`src/design/gvn_pkg.sv`:
```
// Shared constants, types and codes of the grid vertex normal unit.
package gvn_pkg;

  // Grid limits and store geometry
  localparam int MAX_ROWS = 128;
  localparam int MAX_COLS = 128;
  localparam int DEPTH    = MAX_ROWS * MAX_COLS;
  localparam int ADDR_W   = $clog2(DEPTH);

  // Field widths
  localparam int IDX_W     = 14;
  localparam int POS_W     = 32;
  localparam int RES_W     = 8;
  localparam int NRM_W     = 16;
  localparam int CFG_IDX_W = 1;

  // Datapath widths
  localparam int DIFF_W     = POS_W + 1;
  localparam int PROD_W     = 2 * DIFF_W;
  localparam int ACC_W      = 68;
  localparam int VNORM_BITS = 30;
  localparam int SQ_W       = 2 * VNORM_BITS + 2;
  localparam int ROOT_W     = VNORM_BITS + 1;
  localparam int Q_FRAC     = 14;
  localparam int NUM_W      = VNORM_BITS + Q_FRAC + 1;
  localparam int QUO_W      = NRM_W;
  localparam int CS_W       = SQ_W + 1;
  localparam int CNT_W      = 6;
  localparam int SQRT_STEPS = SQ_W / 2 + 1;

  localparam logic [NRM_W-1:0] UNIT_Q14 = NRM_W'(1) << Q_FRAC;

  typedef enum logic {
    REQ_WRITE = 1'b0,
    REQ_QUERY = 1'b1
  } req_e;

  typedef enum logic [CFG_IDX_W-1:0] {
    CFG_X_RES = 1'b0,
    CFG_Z_RES = 1'b1
  } cfg_reg_e;

  typedef enum logic [3:0] {
    ST_IDLE,
    ST_IDIV,
    ST_READ,
    ST_MUL,
    ST_MDRAIN,
    ST_MAG,
    ST_NORM,
    ST_SQ,
    ST_SDRAIN,
    ST_SQRT,
    ST_DLOAD,
    ST_DIV,
    ST_OUT
  } gvn_state_e;

  typedef enum logic {
    MUL_CROSS  = 1'b0,
    MUL_SQUARE = 1'b1
  } mul_dest_e;

  typedef struct packed {
    logic signed [POS_W-1:0] x;
    logic signed [POS_W-1:0] y;
    logic signed [POS_W-1:0] z;
  } vertex_t;

  typedef struct packed {
    logic              en;
    logic [ADDR_W-1:0] addr;
    vertex_t           data;
  } store_wr_t;

  typedef struct packed {
    logic       valid;
    mul_dest_e  dest;
    logic [1:0] comp;
    logic       sub;
  } mul_tag_t;

  typedef struct packed {
    logic            ge;
    logic [CS_W-1:0] diff;
  } cs_res_t;

endpackage

```
`src/design/gvn_mul.sv`:
```
// Shared signed multiplier with registered product and routing tag.
module gvn_mul (
  input  logic                              clk_i,
  input  logic                              rst_ni,
  input  gvn_pkg::mul_tag_t                 tag_i,
  input  logic signed [gvn_pkg::DIFF_W-1:0] a_i,
  input  logic signed [gvn_pkg::DIFF_W-1:0] b_i,
  output gvn_pkg::mul_tag_t                 tag_o,
  output logic signed [gvn_pkg::PROD_W-1:0] prod_o
);
  import gvn_pkg::*;

  mul_tag_t                 tag_q;
  logic signed [PROD_W-1:0] prod_q;
  logic signed [PROD_W-1:0] prod_d;

  assign prod_d = a_i * b_i;

  always_ff @(posedge clk_i or negedge rst_ni) begin
    if (!rst_ni) begin
      tag_q <= '0;
    end else begin
      tag_q <= tag_i;
    end
  end

  always_ff @(posedge clk_i) begin
    prod_q <= prod_d;
  end

  assign tag_o  = tag_q;
  assign prod_o = prod_q;

endmodule

```
`config.mk`:
```
export PLATFORM = sky130hd
export DESIGN_NAME = gvn_mul
export DESIGN_NICKNAME = d
export VERILOG_FILES = /design/src/design/gvn_pkg.sv /design/src/design/gvn_mul.sv
export SDC_FILE = /design/constraint.sdc
export NUM_CORES = 2
export LEC_CHECK = 0
export BUFFER_PORTS_ARGS = -buffer_cell sky130_fd_sc_hd__buf_2
export CAP_MARGIN = 30
export CORE_ASPECT_RATIO = 0.7
export CORE_UTILIZATION = 35
export CTS_BUF_LIST = sky130_fd_sc_hd__clkbuf_16
export DETAILED_ROUTE_END_ITERATION = 10
export SKIP_CTS_REPAIR_TIMING = 1
export SLEW_MARGIN = 20
export SYNTH_ARGS = -nofsm -noshare
export SYNTH_HDL_FRONTEND = slang
export SYNTH_SLANG_ARGS = --single-unit
```
`constraint.sdc`:
```
create_clock -name clk_i -period 0.8 [get_ports clk_i]
set_input_delay 0.08 -clock clk_i [delete_from_list [all_inputs] [get_ports clk_i]]
set_output_delay 0.08 -clock clk_i [all_outputs]
set_load 0.05 [all_outputs]
```
==> run_results.csv <==
group,metric,value,unit
grt,track_usage,22.4,%
setup_path,crit_buf_inv,10,
grt,grt_overflow,0,
setup_path,worstPathRequired,1.06,ns
synthesis,ys_seq_area_share,3.57,%
cts,cts.clk_slew.worst_paths,0.07,ns
setup_path,endpoint,"prod_o[63]",
grt,antenna_found_initial,7,
synthesis,synth_seq_cells,71,
placed_design,routabilityCongestion,0.924,
floorplanning,start_util,35.6,%
synthesis,ys.flop_type,"dfxtp_1",
synthesis,synthSimpleGateAreaFrac,15.3,%
cts,cts.sinks,71,
synthesis,synth_most_common_cell,"fa_1",
cts,cts_tree,"built",
placed_design,port_buffers,143,
placed_design,placed_cell_area,0.0477,mm^2
setup_path,end_kind,"flip-flop",
routing,num_vias,30200,
routing,vias_per_cell,4.74,
routing,firstDrtPassIters,5,
sta,slew_viol_final,0,
synthesis,synth_xor_area_share,1.62,%
synthesis,yosysTopAreaCell,"fa_1",
setup_path,crit_type,"in -> reg",
synthesis,netlist_instances,4307,
synthesis,async_flop_share,7.04,%
setup_path,cp.arrival,7.25,ns
status,violations,"negative setup slack",
setup_path,crit_path_start_kind,"input pin",
cells_and_area,final_cell_count_no_fill,6358,
setup_path,timing.critical_path.slowest_stage_cell,"fa_2",
sta,finalSetupViolations,136,
floorplanning,core,0.114,mm^2
setup_path,crit_path_frequent_cell,"fa_1",
synthesis,synth-compound-area-share,3.59,%
sta,fmax,143,MHz
synthesis,synth_mux_area_share,0,%
placed_design,dp.cells,6300,
grt,grt_pass1_vias,32000,
synthesis,yosysWarnings,0,
cts,clockBufferDepth,2,
synthesis,synth_area_leaders,"fa_1 (57%), inv_1 (11%), and2_1 (8.7%)",
synthesis,yosysTopAreaCellShare,56.6,%
status,status,"complete, but fails checks",
sta,worst_pin_slew,0.447,ns
cells_and_area,syn2layout_area_growth,26.4,%
cells_and_area,nNetsFinal,6263,
sta,slew_headroom,70.2,%
floorplanning,die-height,287,um
sta,hold_ws,0.0638,ns
sta,worst_slack,-6.19,ns
hold_path,hold_class,"in -> async",
synthesis,ys_types,62,
synthesis,synth_commonest_cells,"fa_1 (1145), inv_1 (1133), and2_1 (562)",
synthesis,syn_nets,5742,
grt,grt_start_max_net_pins,25,
cells_and_area,drive_gt1_share,24.5,%
synthesis,synth_top_family_by_area,"adder cells",
cts,htreeDepth,3,
setup_path,critPathLaunch,"a_i[17]",
setup_path,max_stage_delay,0.58,ns
grt,grt_pass1_wl,198000,um
synthesis,synth-edff-count,0,
sta,post-route-period-util,873,%
routing,drc,0,
floorplanning,row_count,103,
floorplanning,fp.dieW,409,um
routing,wirelength,131000,um
sta,post-route-min-period,6.99,ns
floorplanning,die-area,0.117,mm^2
placed_design,dp_hpwl,114000,um
synthesis,netlist_area,0.0405,mm^2
cts,cts_root_buffer,"clkbuf_16",
setup_path,cpLargestDelayFamily,"adder cells",
cts,cts_buffers,9,
sta,hold_viol,0,
synthesis,yosys.area_share.adder,63.3,%
flow_run,maxCapViolCount,0,
floorplanning,ios,144,
synthesis,syn_area_per_cell,9.40,um^2
setup_path,crit_path_max_fanout,7,
cells_and_area,final_cell_area,0.0512,mm^2
routing,drt_iter0_markers,2466,
cells_and_area,utilization,45.0,%
setup_path,crit_cells,29,
sta,rsz0062_at_grt,"yes",
routing,ant_nets,0,
routing,wl_per_cell,20.6,um
==> worst min-delay path by stage <==
stage / startpoint / to / slack [ns]
after global placement: rst_ni / tag_o[2] / -0.11
after CTS: rst_ni / tag_o[2] / -0.51
final: rst_ni / tag_o[2] / 0.06
after detailed placement: rst_ni / tag_o[2] / -0.11
after floorplan: rst_ni / tag_o[0] / -0.22
after global routing: rst_ni / tag_o[4] / 0.07
==> routing by layer <==
| metal | track usage, % | share of wire [%] | vias up |
|---|---|---|---|
| li1 | - | - | 13300 |
| met1 | 35.3 | 48 | 15500 |
| met2 | 28.3 | 37 | 1269 |
| met3 | 9.64 | 14 | 99 |
| met4 | 2.75 | 1.4 | 12 |
| met5 | 0 | 0.059 | - |
==> metrics by stage <==
step | worst slack [ns] | setup TNS, ns
2_1_floorplan | -6.04 | -306.27
3_3_place_gp | -6.75 | -366.90
3_5_place_dp | -6.80 | -369.65
4_1_cts | -6.41 | -363.34
5_1_grt | -6.34 | -348.61
6_report | -6.19 | -338.15
==> flip-flops by register name, indices dropped and copies added, names as in the netlist <==
| signal | flops |
|---|---|
| prod_o | 66 |
| tag_o | 5 |
==> final cells by class <==
cell class / instances / area (um^2)
fillers: 10700 / 62500
multi-input cells: 2882 / 36000
repair buffers: 731 / 7130
inverters: 1133 / 4260
well taps: 1522 / 1900
flip-flops and latches: 71 / 1540
clock buffers: 9 / 225
clock inverters: 7 / 71.3
diodes: 3 / 7.51
==> placed cells by master (no fill, tap or decap), types with 9 or more instances in the layout <==
cell / count
a21o_1: 27
a21oi_1: 38
a21oi_2: 25
a21oi_4: 10
and2_1: 522
and2_4: 40
buf_12: 55
buf_2: 14
buf_4: 465
buf_6: 128
buf_8: 51
clkbuf_16: 13
dfxtp_2: 62
fa_1: 1069
fa_2: 76
ha_1: 158
ha_4: 56
inv_1: 1087
inv_2: 45
nand2_1: 525
nand2_2: 10
nand3_1: 15
nand4_1: 9
nor2_1: 43
o21ai_0: 18
o21ai_1: 10
o21ai_2: 11
xnor2_1: 36
xnor2_2: 11
xor2_1: 14
==> logic make-up after synthesis <==
family	Yosys count
AO/OA/AOI/OAI	217
XOR/XNOR	75
adder cells (fa/ha/maj)	1362
buffers and inverters	1354
flip-flops	71
AND/OR/NAND/NOR	1228
Power is left out: the tool's default activity adds up to more than one toggle a clock period on the data nets, which glitch-free logic cannot reach.
