[src/design/gvn_pkg.sv]
// Shared constants, types and codes of the grid vertex normal unit.
package gvn_pkg;

  // Grid limits and store geometry
  localparam int MAX_ROWS = 128;
  localparam int MAX_COLS = 128;
  localparam int DEPTH    = MAX_ROWS * MAX_COLS;
  localparam int ADDR_W   = $clog2(DEPTH);

  // Field widths
  localparam int IDX_W     = 14;
  localparam int POS_W     = 32;
  localparam int RES_W     = 8;
  localparam int NRM_W     = 16;
  localparam int CFG_IDX_W = 1;

  // Datapath widths
  localparam int DIFF_W     = POS_W + 1;
  localparam int PROD_W     = 2 * DIFF_W;
  localparam int ACC_W      = 68;
  localparam int VNORM_BITS = 30;
  localparam int SQ_W       = 2 * VNORM_BITS + 2;
  localparam int ROOT_W     = VNORM_BITS + 1;
  localparam int Q_FRAC     = 14;
  localparam int NUM_W      = VNORM_BITS + Q_FRAC + 1;
  localparam int QUO_W      = NRM_W;
  localparam int CS_W       = SQ_W + 1;
  localparam int CNT_W      = 6;
  localparam int SQRT_STEPS = SQ_W / 2 + 1;

  localparam logic [NRM_W-1:0] UNIT_Q14 = NRM_W'(1) << Q_FRAC;

  typedef enum logic {
    REQ_WRITE = 1'b0,
    REQ_QUERY = 1'b1
  } req_e;

  typedef enum logic [CFG_IDX_W-1:0] {
    CFG_X_RES = 1'b0,
    CFG_Z_RES = 1'b1
  } cfg_reg_e;

  typedef enum logic [3:0] {
    ST_IDLE,
    ST_IDIV,
    ST_READ,
    ST_MUL,
    ST_MDRAIN,
    ST_MAG,
    ST_NORM,
    ST_SQ,
    ST_SDRAIN,
    ST_SQRT,
    ST_DLOAD,
    ST_DIV,
    ST_OUT
  } gvn_state_e;

  typedef enum logic {
    MUL_CROSS  = 1'b0,
    MUL_SQUARE = 1'b1
  } mul_dest_e;

  typedef struct packed {
    logic signed [POS_W-1:0] x;
    logic signed [POS_W-1:0] y;
    logic signed [POS_W-1:0] z;
  } vertex_t;

  typedef struct packed {
    logic              en;
    logic [ADDR_W-1:0] addr;
    vertex_t           data;
  } store_wr_t;

  typedef struct packed {
    logic       valid;
    mul_dest_e  dest;
    logic [1:0] comp;
    logic       sub;
  } mul_tag_t;

  typedef struct packed {
    logic            ge;
    logic [CS_W-1:0] diff;
  } cs_res_t;

endpackage

[src/design/gvn_cmpsub.sv]
// Shared compare/subtract step for index split, square root and division.
module gvn_cmpsub (
  input  logic [gvn_pkg::CS_W-1:0] a_i,
  input  logic [gvn_pkg::CS_W-1:0] b_i,
  output gvn_pkg::cs_res_t         res_o
);
  import gvn_pkg::*;

  logic [CS_W:0] diff_w;

  assign diff_w     = {1'b0, a_i} - {1'b0, b_i};
  assign res_o.ge   = ~diff_w[CS_W];
  assign res_o.diff = diff_w[CS_W-1:0];

endmodule

[config.mk]
export PLATFORM = sky130hd
export DESIGN_NAME = gvn_cmpsub
export DESIGN_NICKNAME = d
export VERILOG_FILES = /design/src/design/gvn_pkg.sv /design/src/design/gvn_cmpsub.sv
export SDC_FILE = /design/constraint.sdc
export NUM_CORES = 1
export LEC_CHECK = 0
export BUFFER_PORTS_ARGS = -buffer_cell sky130_fd_sc_hd__buf_2
export CAP_MARGIN = 20
export CORE_UTILIZATION = 40
export DETAILED_ROUTE_END_ITERATION = 12
export PLACE_DENSITY = 0.75
export SYNTH_ARGS = -nofsm -noshare
export SYNTH_HDL_FRONTEND = slang
export SYNTH_SLANG_ARGS = --single-unit
[constraint.sdc]
create_clock -name vclk -period 8.28
set_input_delay 1.656 -clock vclk [all_inputs]
set_output_delay 1.656 -clock vclk [all_outputs]
set_load 0.02 [all_outputs]
==> impl_metrics.py, run 1 <==
metrics = {
    "finish": {
        "design.seq.count": 0,
        "area_growth_syn_to_layout_pct": 22.98,
        "final_layout_size_suffix_gt1_share_pct": 27.01,
        "fin_nets": 988,
        "clkbuf_count": 0,
        "antennaDiodeCount": 0,
        "regArea_sq_um": 0,
    },
    "timing": {
        "fmax_mhz": 160.6,
        "hold_viol_final": 0,
        "rsz0062_at_grt": "no",
        "relSlewSlack_pct": 62.09,
        "period_minus_slack_ps": 6227,
        "fin_hold_ws_ps": 3676,
        "tns_ps": 0,
        "setup_viol": 0,
        "fin_crit_sh_pct": 75.21,
        "slew_violations": 0,
        "worst_pin_slew_ps": 563.5,
    },
    "floorplanning": {
        "core_sq_um": 9955,
        "ios": 190,
        "initial_utilization_pct": 41.96,
        "die-width_um": 104.2,
        "die_h_um": 104.2,
        "dieArea_sq_um": 10850,
        "fp-row-count": 36,
    },
    "worst_hold_path": {
        "whs_endpoint": "res_o[0]",
        "hold_path_class": "primary input to output port",
        "hold_depth": 4,
        "min_from": "b_i[0]",
    },
    "placement": {
        "io_buffers": 190,
        "routabilityCongestion": 0.9069,
        "hpwl_mm": 10.97,
    },
    "logic_synthesis": {
        "synth_nets": 828,
        "synth.most_common_cell": "inv_1",
        "ys.warnings.count": 0,
        "synthTopCellsByArea": "ha_1 19%, a21oi_1 8.7%, inv_1 7.4%, a21o_1 6.8%, xnor2_1 6.7%",
        "yosysSeqAreaShare_pct": 0,
        "yosysTopAreaCell": "ha_1",
        "syn_area_per_cell_sq_um": 6.546,
        "synth_area_sq_um": 4177,
        "yosys.area.top_type_share_pct": 18.87,
        "synth_commonest_cells": "82 x inv_1, 73 x a21oi_1, 63 x ha_1",
        "ys_types": 71,
        "netlist_instances": 638,
    },
    "worst_setup_path": {
        "crit_type": "primary input to output port",
        "cp.arrival_ps": 4570,
        "crit_buf_inv": 3,
        "cp_cell_sequence": "buf_2 > inv_1 > ha_1 > fa_1 > nand2b_1 > a21oi_1 > o21ai_1 > a211oi_1 > o211a_1 > o21ai_1 > o31a_1 > o31ai_1 > xnor2_1 > buf_2",
        "cpLargestDelayFamily": "compound AO/OA/AOI/OAI gates",
        "cp-start-kind": "primary input",
        "slowest_stage": "fa_1",
        "critical_path_peak_fanout": 4,
        "slowest_delay_ps": 400,
        "end_kind": "output port",
        "required_ps": 6620,
    },
    "clock_network": {
        "post_cts_buffers": 0,
        "ctsHoldBuffers": 0,
        "cts_resized": 0,
    },
    "route": {
        "drc": 0,
        "vias_per_cell": 5.390,
        "drt_iter0_markers": 207,
        "wl_per_cell_um": 13.52,
        "dr.pass1.iters": 5,
        "wl_mm": 12.56,
        "antenna_left": 0,
        "routed-via-count": 5007,
    },
    "grt": {
        "grt_usage_pct": 21.87,
        "antenna_found_initial": 0,
        "grt_pass1_wl_mm": 20.62,
        "overflow": 0,
        "first_global_vias": 4590,
        "grt_start_max_net_pins": 13,
    },
    "outcome": {
        "status": "finished, final reports clean",
    },
    "power_and_ir_drop": {
        "cellLeakagePower_nw": 2.830,
        "power_density_nw_per_um2": 102.6,
        "irDropWorstVdd_mv": 0.05688,
    },
    "flow_run": {
        "maxCapViolations": 0,
    },
}
==> cell type report <==
class	instances	area (sq um)
fill	1061	4818
inverter	83	311.5
multi-input combinational	523	3707
tap	133	166.4
timing repair buffer	190	950.9
==> kinds of logic after synthesis <==
group	count (synthesis)	share of synthesized area, %
compound gates	226	36.73
xor+xnor	55	11.53
fa+ha+maj	64	19.35
buf+inv	115	11.23
mux	2	0.4793
simple gates	176	20.67
==> worst max path at each step <==
stage	startpoint	cells after the start	slack [ps]	endpoint
2_1_floorplan	a_i[0]	12	2440	res_o[56]
3_3_place_gp	a_i[0]	14	2170	res_o[56]
3_5_place_dp	a_i[0]	14	2100	res_o[50]
4_1_cts	a_i[0]	14	2100	res_o[50]
5_1_grt	a_i[0]	14	1820	res_o[50]
6_report	a_i[0]	14	2050	res_o[50]
==> placed cells by master (no fill, tap or decap), drive strengths merged, types with 11 or more instances in the layout <==
cell type / instances
xor2: 23
o21bai: 11
nand3: 14
ha: 63
a21oi: 75
xnor2: 32
nor2: 42
buf: 190
a21o: 38
nand4: 22
inv: 83
o21ai: 41
nand2: 52
==> layer usage <==
| layer | routed length [um] | GRT usage, % | vias to the layer above |
|---|---|---|---|
| met4 | 165 | 2.551 | 0 |
| met5 | 0 | 0 | - |
| met3 | 915 | 2.318 | 14 |
| met1 | 5622 | 28.69 | 2206 |
| li1 | - | - | 2586 |
| met2 | 5853 | 39.29 | 201 |
==> power breakdown <==
group          internal (W)  leakage, nW  switching, W
registers                 0            0             0
logic              0.000201         2.83      0.000325
clock network             0            0             0
==> metrics by stage <==
stage / std cells / worst slack [ps] / cell area (sq um) / total power [W] / util, %
floorplan: 638 / 2443 / 4177 / 0.0003710 / -
global placement: 929 / 2175 / 5136 / 0.0005204 / 51.60
detailed placement: 929 / 2103 / 5136 / 0.0005216 / 51.60
CTS: 929 / 2096 / 5136 / 0.0005246 / 51.60
global route: 929 / 1822 / 5136 / 0.0005723 / 51.60
finish: 929 / 2053 / 5136 / 0.0005269 / 51.60
Power figures use the tool's default switching activity.
==> run 2: changes to the inputs <==
--- a/config.mk
+++ b/config.mk
@@ -9,7 +9,7 @@
 export CAP_MARGIN = 20
 export CORE_UTILIZATION = 40
 export DETAILED_ROUTE_END_ITERATION = 12
-export PLACE_DENSITY = 0.75
+export PLACE_DENSITY = 0.78
 export SYNTH_ARGS = -nofsm -noshare
 export SYNTH_HDL_FRONTEND = slang
 export SYNTH_SLANG_ARGS = --single-unit
==> constraint.sdc (replaced) <==
create_clock -name vclk -period 5.2
set_input_delay 1.04 -clock vclk [all_inputs]
set_output_delay 1.04 -clock vclk [all_outputs]
set_load 0.02 [all_outputs]
==> run 2 against run 1 <==
Against the previous run: design area rose by 0.34%; final cell count up 0.32%; clock-buffer cell count did not move; hold slack got worse by 1200 ps; critical path depth unchanged; via count is 1.2% higher; sequential share of layout area unchanged; utilization grew 0.18 points; combinational power is 59% higher; die area did not move; critical path type unchanged; largest cell class unchanged; largest power group unchanged; highest routed layer unchanged.
==> impl_metrics.py, run 2 (synthesized netlist as in run 1, its figures left out) <==
metrics = {
    "outcome": {
        "status": "finished, final reports clean",
    },
    "worst_hold_path": {
        "min_from": "b_i[0]",
        "hold_path_class": "primary input to output port",
        "hold_depth": 4,
        "whs_endpoint": "res_o[0]",
    },
    "floorplanning": {
        "die_h_um": 104.2,
        "dieArea_sq_um": 10850,
        "fp-row-count": 36,
        "core_sq_um": 9955,
        "die-width_um": 104.2,
        "ios": 190,
        "initial_utilization_pct": 41.96,
    },
    "worst_setup_path": {
        "required_ps": 4160,
        "critical_path_peak_fanout": 4,
        "cp.arrival_ps": 4000,
        "end_kind": "output port",
        "cp-start-kind": "primary input",
        "crit_type": "primary input to output port",
    },
    "placement": {
        "place_ws_ps": 197.7,
        "io_buffers": 190,
        "routabilityCongestion": 0.8962,
        "hpwl_mm": 10.96,
    },
    "grt": {
        "top_usage_layer": "met2",
        "overflow": 0,
        "grt_start_max_net_pins": 13,
        "grt_pass1_wl_mm": 21.25,
        "met1_usage_pct": 29.37,
        "grtUsageMet2_pct": 40.86,
        "use_met3_pct": 1.692,
        "antenna_found_initial": 2,
        "grt_usage_pct": 22.51,
        "first_global_vias": 4847,
    },
    "route": {
        "antenna_left": 0,
        "routed-via-count": 5069,
        "wl_mm": 12.64,
        "dr.pass1.iters": 5,
        "drc": 0,
        "vias_per_cell": 5.439,
        "drt_iter0_markers": 300,
        "wl_per_cell_um": 13.56,
    },
    "flow_run": {
        "maxCapViolations": 0,
    },
    "timing": {
        "worst_pin_slew_ps": 560.1,
        "rsz0062_at_grt": "no",
        "fin_hold_ws_ps": 2471,
        "relSlewSlack_pct": 62.32,
        "setup_viol": 0,
        "slew_violations": 0,
        "setup_ws_ps": 158.2,
        "tns_ps": 0,
        "fmax_mhz": 198.3,
        "hold_viol_final": 0,
        "fin_crit_sh_pct": 96.96,
        "period_minus_slack_ps": 5042,
    },
    "finish": {
        "clkbuf_count": 0,
        "regArea_sq_um": 0,
        "fin_nets": 989,
        "final_layout_size_suffix_gt1_share_pct": 27.23,
        "final_common_cell": "buf_2",
        "layout_common_cells": "190 x buf_2, 82 x inv_1, 73 x a21oi_1",
        "design.seq.count": 0,
        "area_growth_syn_to_layout_pct": 23.40,
        "fin_util_pct": 51.77,
    },
    "power_and_ir_drop": {
        "cellLeakagePower_nw": 2.835,
        "irDropWorstVdd_mv": 0.09278,
        "power_density_nw_per_um2": 162.9,
    },
    "clock_network": {
        "ctsHoldBuffers": 0,
        "post_cts_buffers": 0,
    },
}
[run 2: worst max-delay path, stage by stage]
cell and delay (ps):
buf_2 80, inv_1 30, ha_1 210, fa_1 400
nand2b_1 180, a21oi_1 210, o21ai_1 210, a211oi_2 290
o211a_1 200, o21ai_1 170, o31a_1 340, o31ai_1 310
xnor2_1 150, buf_2 180
[run 2: per-layer routing]
metal,routed length [um],vias to the layer above
li1,-,2580
met1,5680,2273
met2,5994,203
met3,803,13
met4,163,0
met5,0,-
[run 2: through the flow]
step / cell area, sq um / power (W) / instances
after floorplan: 4177 / 0.0005907 / 638
after global placement: 5144 / 0.0008275 / 930
after detailed placement: 5144 / 0.0008301 / 930
after CTS: 5144 / 0.0008354 / 930
after global routing: 5154 / 0.0009133 / 932
final: 5154 / 0.0008396 / 932
[run 2: worst max-delay path by stage]
stage,slack (ps),end,from
after floorplan,600,res_o[56],a_i[0]
after global placement,260,res_o[56],a_i[0]
after detailed placement,200,res_o[50],a_i[0]
after CTS,190,res_o[50],a_i[0]
after global routing,30,res_o[50],a_i[0]
final,160,res_o[50],a_i[0]
[run 2: report_power, final]
| group | internal (W) | total [W] | switching, W |
|---|---|---|---|
| logic | 0.000322 | 0.000840 | 0.000518 |
| clock network | 0.0000000000515 | 0.0000000000515 | 0 |
| registers | 0 | 0 | 0 |
[run 2: final cells by class]
cell class,count,area [sq um]
fillers,1050,4801
multi-input cells,523,3712
repair buffers,191,958.4
inverters,83,311.5
well taps,133,166.4
diodes,2,5.005
[run 2: timing repair]
item / in CTS / in global routing
resized for setup: 0 / 1
hold endpoints to repair: 0 / 0
endpoints found under the setup margin: 0 / 1
